## src/hw/rtl/pcm_pkg.sv

```systemverilog
package pcm_pkg;

  localparam int unsigned TickW  = 11;
  localparam int unsigned CapW   = 16;
  localparam int unsigned StampW = 32;
  localparam int unsigned ProdW  = StampW + TickW;

  localparam logic [TickW-1:0] TICK_RESET = 11'd128;

  typedef enum logic [1:0] {
    OP_START    = 2'd0,
    OP_OVERFLOW = 2'd1,
    OP_CAPTURE  = 2'd2,
    OP_UNUSED   = 2'd3
  } opcode_t;

  typedef enum logic [1:0] {
    PH_FIRST  = 2'd0,
    PH_SECOND = 2'd1,
    PH_THIRD  = 2'd2
  } phase_t;

endpackage

```

## src/hw/rtl/pwm_capture_measure.sv

```systemverilog
// Channel | Ports                                        | Direction
// --------+----------------------------------------------+----------
// in      | in_valid/in_ready, in_opcode, in_capture_value | sink
// out     | out_valid/out_ready, out_period_us, out_on_time_us,
//         | out_done_res, out_edge_falling, out_measuring  | source
// cfg     | cfg_wr_en, cfg_wr_data (tick time)           | sink
//
// One beat per cycle is sustained while out_ready stays high.
// The input register feeds the phase and timestamp update, whose state registers then
// feed the tick multiply into the output register.
// Synchronous active-low reset clears the valid flags and the measurement state and loads the tick time with 128.
// A stall at the output fills the two inner stages before in_ready drops.
module pwm_capture_measure (
  input  logic                          clk,
  input  logic                          rst_n,
  input  logic                          in_valid,
  output logic                          in_ready,
  input  logic [1:0]                    in_opcode,
  input  logic [pcm_pkg::CapW-1:0]      in_capture_value,
  output logic                          out_valid,
  input  logic                          out_ready,
  output logic [pcm_pkg::StampW-1:0]    out_period_us,
  output logic [pcm_pkg::StampW-1:0]    out_on_time_us,
  output logic                          out_done_res,
  output logic                          out_edge_falling,
  output logic                          out_measuring,
  input  logic                          cfg_wr_en,
  input  logic [pcm_pkg::TickW-1:0]     cfg_wr_data
);
  import pcm_pkg::*;

  logic                a_valid_r;
  opcode_t             a_op_r;
  logic [CapW-1:0]     a_cap_r;
  logic                b_valid_r;
  logic                b_ready;
  logic                b_load;
  logic                c_ready;
  logic                c_load;

  logic [TickW-1:0]    tick_r;

  phase_t              phase_r, phase_nxt;
  logic [CapW-1:0]     wrap_r, wrap_nxt;
  logic [CapW-1:0]     first_r, first_nxt;
  logic [StampW-1:0]   second_r, second_nxt;
  logic [StampW-1:0]   period_raw_r, period_raw_nxt;
  logic [StampW-1:0]   on_raw_r, on_raw_nxt;
  logic                active_r, active_nxt;
  logic                done_r, done_nxt;
  logic [StampW-1:0]   ext_stamp;

  logic [ProdW-1:0]    period_prod;
  logic [ProdW-1:0]    on_prod;
  logic [StampW-1:0]   period_us_r;
  logic [StampW-1:0]   on_time_us_r;
  logic                done_out_r;
  logic                edge_out_r;
  logic                meas_out_r;
  logic                out_valid_r;

  assign c_ready  = !out_valid_r || out_ready;
  assign b_ready  = !b_valid_r || c_ready;
  assign in_ready = !a_valid_r || b_ready;
  assign b_load   = a_valid_r && b_ready;
  assign c_load   = b_valid_r && c_ready;

  always_ff @(posedge clk) begin
    if (!rst_n) begin
      a_valid_r   <= 1'b0;
      b_valid_r   <= 1'b0;
      out_valid_r <= 1'b0;
    end else begin
      if (in_valid && in_ready) begin
        a_valid_r <= 1'b1;
      end else if (b_ready) begin
        a_valid_r <= 1'b0;
      end
      if (b_load) begin
        b_valid_r <= 1'b1;
      end else if (c_ready) begin
        b_valid_r <= 1'b0;
      end
      if (c_load) begin
        out_valid_r <= 1'b1;
      end else if (out_ready) begin
        out_valid_r <= 1'b0;
      end
    end
  end

  always_ff @(posedge clk) begin
    if (in_valid && in_ready) begin
      a_op_r  <= opcode_t'(in_opcode);
      a_cap_r <= in_capture_value;
    end
  end

  always_ff @(posedge clk) begin
    if (!rst_n) begin
      tick_r <= TICK_RESET;
    end else if (cfg_wr_en) begin
      tick_r <= cfg_wr_data;
    end
  end

  assign ext_stamp = {wrap_r, a_cap_r};

  always_comb begin
    phase_nxt      = phase_r;
    wrap_nxt       = wrap_r;
    first_nxt      = first_r;
    second_nxt     = second_r;
    period_raw_nxt = period_raw_r;
    on_raw_nxt     = on_raw_r;
    active_nxt     = active_r;
    done_nxt       = 1'b0;
    unique case (a_op_r)
      OP_START: begin
        active_nxt     = 1'b1;
        phase_nxt      = PH_FIRST;
        wrap_nxt       = '0;
        period_raw_nxt = '0;
        on_raw_nxt     = '0;
      end
      OP_OVERFLOW: begin
        if (active_r) begin
          wrap_nxt = wrap_r + 1'b1;
        end
      end
      OP_CAPTURE: begin
        if (active_r) begin
          unique case (phase_r)
            PH_FIRST: begin
              wrap_nxt  = '0;
              first_nxt = a_cap_r;
              phase_nxt = PH_SECOND;
            end
            PH_SECOND: begin
              second_nxt     = ext_stamp;
              period_raw_nxt = ext_stamp - {{(StampW-CapW){1'b0}}, first_r};
              phase_nxt      = PH_THIRD;
            end
            default: begin
              on_raw_nxt = ext_stamp - second_r;
              done_nxt   = 1'b1;
              active_nxt = 1'b0;
              phase_nxt  = PH_FIRST;
              wrap_nxt   = '0;
            end
          endcase
        end
      end
      default: begin
      end
    endcase
  end

  always_ff @(posedge clk) begin
    if (!rst_n) begin
      phase_r      <= PH_FIRST;
      wrap_r       <= '0;
      first_r      <= '0;
      second_r     <= '0;
      period_raw_r <= '0;
      on_raw_r     <= '0;
      active_r     <= 1'b0;
      done_r       <= 1'b0;
    end else if (b_load) begin
      phase_r      <= phase_nxt;
      wrap_r       <= wrap_nxt;
      first_r      <= first_nxt;
      second_r     <= second_nxt;
      period_raw_r <= period_raw_nxt;
      on_raw_r     <= on_raw_nxt;
      active_r     <= active_nxt;
      done_r       <= done_nxt;
    end
  end

  assign period_prod = {{TickW{1'b0}}, period_raw_r} * {{StampW{1'b0}}, tick_r};
  assign on_prod     = {{TickW{1'b0}}, on_raw_r} * {{StampW{1'b0}}, tick_r};

  always_ff @(posedge clk) begin
    if (c_load) begin
      period_us_r  <= period_prod[StampW-1:0];
      on_time_us_r <= on_prod[StampW-1:0];
      done_out_r   <= done_r;
      edge_out_r   <= active_r && (phase_r == PH_THIRD);
      meas_out_r   <= active_r;
    end
  end

  assign out_valid        = out_valid_r;
  assign out_period_us    = period_us_r;
  assign out_on_time_us   = on_time_us_r;
  assign out_done_res     = done_out_r;
  assign out_edge_falling = edge_out_r;
  assign out_measuring    = meas_out_r;

endmodule

```

## config.mk

```make
export PLATFORM = sky130hd
export DESIGN_NAME = pwm_capture_measure
export DESIGN_NICKNAME = d
export VERILOG_FILES = /design/src/hw/rtl/pcm_pkg.sv /design/src/hw/rtl/pwm_capture_measure.sv
export SDC_FILE = /design/constraint.sdc
export NUM_CORES = 2
export LEC_CHECK = 0
export BUFFER_PORTS_ARGS = -buffer_cell sky130_fd_sc_hd__buf_2
export CAP_MARGIN = 10
export CELL_PAD_IN_SITES_DETAIL_PLACEMENT = 1
export CELL_PAD_IN_SITES_GLOBAL_PLACEMENT = 1
export CORE_AREA = 4 4 248 250
export CTS_CLUSTER_DIAMETER = 150
export DETAILED_ROUTE_END_ITERATION = 8
export DIE_AREA = 0 0 252 254
export PLACE_DENSITY_LB_ADDON = 0.1
export SETUP_SLACK_MARGIN = 0.2
export SYNTH_ARGS = -nofsm -noshare
export SYNTH_HDL_FRONTEND = slang
export SYNTH_SLANG_ARGS = --single-unit
```

## constraint.sdc

```tcl
create_clock -name clk -period 6.1 [get_ports clk]
set_input_delay 0.305 -clock clk [delete_from_list [all_inputs] [get_ports clk]]
set_output_delay 0.305 -clock clk [all_outputs]
set_load 0.05 [all_outputs]
```

==> reports/results.ini <==
[clock_tree]
cts_inserted_buffers=31
clock_sink_count=231
clk_pin_slew_worst_paths_ns=0.07
max-clock-path-buffers=3
cts_htree_levels=1
root_buffer_cell=sky130_fd_sc_hd__clkbuf_16
clkLatencyLatePin_ns=0.62
cts_tree=yes

[place]
portBuffers=102
rd_place_congestion=0.891
detailedPlace.worstSlack_ns=-0.0166
instance_count_after_placement_with_tap_cells_included=3768
post_dp_cell_area_um2=28800
detailed_place_hpwl_um=60100

[yosys]
xor_and_xnor_area_share_after_synthesis_pct=5.03
yosys.area.top_type_share_pct=32.6
synthAdderAreaFrac_pct=39.4
synth_compound_area_share_pct=8.79
number_of_flops_mapped_to_enable_cells_by_yosys=85
synthFlopType=sky130_fd_sc_hd__dfxtp_1
yosysTopAreaCell=sky130_fd_sc_hd__fa_1
yosys-mux-area-fraction_pct=1.04
ys_seq_area_share_pct=20.3
synth_simple_gate_area_share_pct=17.3
synth_area_per_cell_um2=9.17
netlist_instances=2946
synth_top_family_by_area=adder cells
synth.cell_area_um2=27000
syn-num-nets=3567
postSynth.asyncResetShare_pct=0
ys_ff_latch=231
synthTopCellsByArea=sky130_fd_sc_hd__fa_1, sky130_fd_sc_hd__dfxtp_1, sky130_fd_sc_hd__edfxtp_1
ys_warn_count=0
synthDistinctLibCells=66

[sta]
worst_slack_ns=0.287
slew-limit-headroom_pct=23.9
worstMarginPinSlew_ns=1.14
setup_repair_after_global_routing_missed_its_margin=yes
final_max_slew_viol_count=0
timing_hold_violations_final=0
finalClockSkew_ns=0.0269
timing.final.setup_violations=0
fin_crit_sh_pct=95.3
highest_clock_frequency_the_design_can_meet_mhz=172
period_minus_slack_ns=5.81

[grt]
antenna_found_initial=0
grt_pass1_vias=22900
grt_start_max_net_pins=70
track_usage_pct=24.0
grt.overflow.total=0
grt_pass1_wl_um=123000

[setup_path]
worst_setup_path_class=flop to flop
critical_path_arrival_ns=6.15
endpoint_kind=flop
required_arrival_time_at_the_worst_endpoint_ns=6.44
critPathLaunchType=flop
crit_fanout=7

[final_layout]
design_area_um2=30600
diodes=0
layout.core_utilization_pct=51.8
n_fill_cell=6743
area_growth_pct=13.2
post_route_cells_drive_above_1_share_pct=11.6
nets=3683
fin_cells=3860

[floorplan]
initial_core_util_pct=45.8
row_count=89
fp.dieW_um=252
placeable_core_region_um2=59000
die_area_um2=64000
num_io_pins=103
die_h_um=254

[routing]
drt_iter0_markers=818
drt.antenna.violating_nets=0
finalWirelength_um=76800
drc_violation_count_after_routing=0
viasPerCell=5.30
routed_wire_length_per_instance_um=19.9
drt_first_pass_iters=5
dr_total_vias=20500

[power_and_ir_drop]
power.density_nw_per_um2=132
worst_ir_drop_vdd_mv=0.269
power.static_leakage_nw=13.4

[outcome]
run_status=finished clean

[run]
drv.max_cap_violation_count=0

[worst_hold_path]
worst_hold_path_type=input port to flop

==> worst max-delay path: stages, from the launching register on <==
cell	delay [ns]
sky130_fd_sc_hd__dfxtp_4	0.39
sky130_fd_sc_hd__buf_6	0.13
sky130_fd_sc_hd__buf_8	0.12
sky130_fd_sc_hd__clkbuf_4	0.17
sky130_fd_sc_hd__nand2_1	0.08
sky130_fd_sc_hd__fa_1	0.52
sky130_fd_sc_hd__fa_1	0.46
sky130_fd_sc_hd__fa_1	0.56
sky130_fd_sc_hd__inv_1	0.05
sky130_fd_sc_hd__fa_1	0.50
sky130_fd_sc_hd__fa_1	0.42
sky130_fd_sc_hd__ha_2	0.22
sky130_fd_sc_hd__or4_4	0.50
sky130_fd_sc_hd__a31oi_4	0.26
sky130_fd_sc_hd__o31ai_4	0.12
sky130_fd_sc_hd__a31oi_1	0.20
sky130_fd_sc_hd__buf_4	0.16
sky130_fd_sc_hd__nand3_2	0.10
sky130_fd_sc_hd__a31o_4	0.27
sky130_fd_sc_hd__o41ai_4	0.23
sky130_fd_sc_hd__xnor2_1	0.10
==> layout make-up <==
cell class	count	area [um^2]	area share [%]
sequential	231	5520	18.1
clock buffer	39	816	2.67
multi-input combinational	2129	19600	64.3
inverter	424	1590	5.21
timing repair buffer	245	1890	6.18
clock inverter	19	139	0.455
tap	773	967	3.17
==> final timing paths <==
kind	from	end	slack, ns	depth (start not counted)
setup / recovery	tick_r[4]	out_period_us[31]	0.29	20
hold / removal	cfg_wr_data[5]	tick_r[5]	0.05	3
setup reg to reg	tick_r[4]	out_period_us[31]	0.29	20
hold reg to reg	done_r	out_done_res	0.44	0
==> stage by stage <==
step                      TNS, ns  power [mW]  hold slack, ns
after floorplan                 0        2.05           0.404
after global placement          0        2.25           0.427
after detailed placement  -0.0166        2.26           0.424
after CTS                       0        4.07          0.0127
after global routing            0        4.21          0.0385
final                           0        4.04          0.0520
==> logic make-up (layout without fill, tap and decap cells) <==
kind of cell / after synthesis / count (layout)
buffers and inverters: 586 / 727
DFF: 231 / 231
AOI/OAI and AO/OA: 367 / 367
adders and majority gates: 587 / 587
muxes: 28 / 28
and+or+nand+nor: 992 / 992
xor gates and xnor gates: 155 / 155
==> flip-flops by register name, summed over array words and instances, names as in the netlist, 16 cells and up <==
name and flops:
out_period_us 32, a_cap_r 16, out_on_time_us 32, second_r 32, first_r 16, wrap_r 16, period_raw_r 32, on_raw_r 32
==> cell usage after synthesis, drive strengths merged, types with 6 or more instances <==
cell type / count
or3: 9
edfxtp: 85
nand2: 541
o21a: 15
a22oi: 19
inv: 424
nor2b: 69
o31ai: 6
nand3: 13
a31oi: 9
a211oi: 6
xor2: 49
and3: 12
nor3: 22
ha: 147
clkbuf: 157
xnor2: 106
o21ai: 85
a21oi: 95
mux2i: 28
and2: 214
nor2: 64
a21o: 38
dfxtp: 146
nand2b: 22
or2: 7
fa: 440
a21boi: 38
o21bai: 13
==> cell usage in the layout (no fill, tap or decap), types with 8 or more instances in the layout <==
master                          synthesis  layout
sky130_fd_sc_hd__a21oi_1               95      90
sky130_fd_sc_hd__nand2b_1              22      22
sky130_fd_sc_hd__nand3_1               13      12
sky130_fd_sc_hd__xor2_1                49      49
sky130_fd_sc_hd__ha_1                 147     134
sky130_fd_sc_hd__nor2b_1               69      67
sky130_fd_sc_hd__dfxtp_2                0      14
sky130_fd_sc_hd__nor3_1                22      22
sky130_fd_sc_hd__o21a_1                15      15
sky130_fd_sc_hd__nor2_1                64      62
sky130_fd_sc_hd__mux2i_1               28      28
sky130_fd_sc_hd__dfxtp_1              146     125
sky130_fd_sc_hd__edfxtp_1              85      85
sky130_fd_sc_hd__a21o_1                38      38
sky130_fd_sc_hd__buf_4                  0      91
sky130_fd_sc_hd__o21ai_0               83      80
sky130_fd_sc_hd__clkbuf_16              0      34
sky130_fd_sc_hd__and2_1               213     212
sky130_fd_sc_hd__xnor2_1              106     106
sky130_fd_sc_hd__a22oi_1               19      19
sky130_fd_sc_hd__buf_6                  0      14
sky130_fd_sc_hd__o21bai_1              12      12
sky130_fd_sc_hd__or3_1                  9       9
sky130_fd_sc_hd__clkinv_2               0      12
sky130_fd_sc_hd__fa_2                   0       8
sky130_fd_sc_hd__nand2_1              541     539
sky130_fd_sc_hd__fa_1                 440     432
sky130_fd_sc_hd__dlygate4sd3_1          0      20
sky130_fd_sc_hd__inv_1                424     424
sky130_fd_sc_hd__and3_1                12      11
sky130_fd_sc_hd__buf_12                 0       9
sky130_fd_sc_hd__buf_2                  0     102
sky130_fd_sc_hd__a21boi_0              38      38
==> routing by layer <==
metal	vias up	part of all wire, %	track usage [%]
met5	-	0	0
met4	0	2.2	5.33
met3	81	4.4	3.53
met2	337	49	41.8
met1	10700	44	32.1
li1	9386	-	-
==> power breakdown <==
| part | switching, mW | internal [mW] | leakage (nW) | total (mW) |
|---|---|---|---|---|
| Sequential | 0.0524 | 1.63 | 2.05 | 1.68 |
| Combinational | 0.368 | 0.224 | 10.9 | 0.593 |
| Clock | 0.777 | 0.989 | 0.480 | 1.77 |
==> what timing repair did <==
item                                   CTS  global route
pin swaps                                3            20
endpoints found under the hold margin   20             0
gates cloned                             0             3
gates resized for setup                 28            90
hold buffers                            20             0
setup endpoints to repair                7            12
buffers inserted                         1            10
No activity file was read; power rests on OpenSTA's default activity.
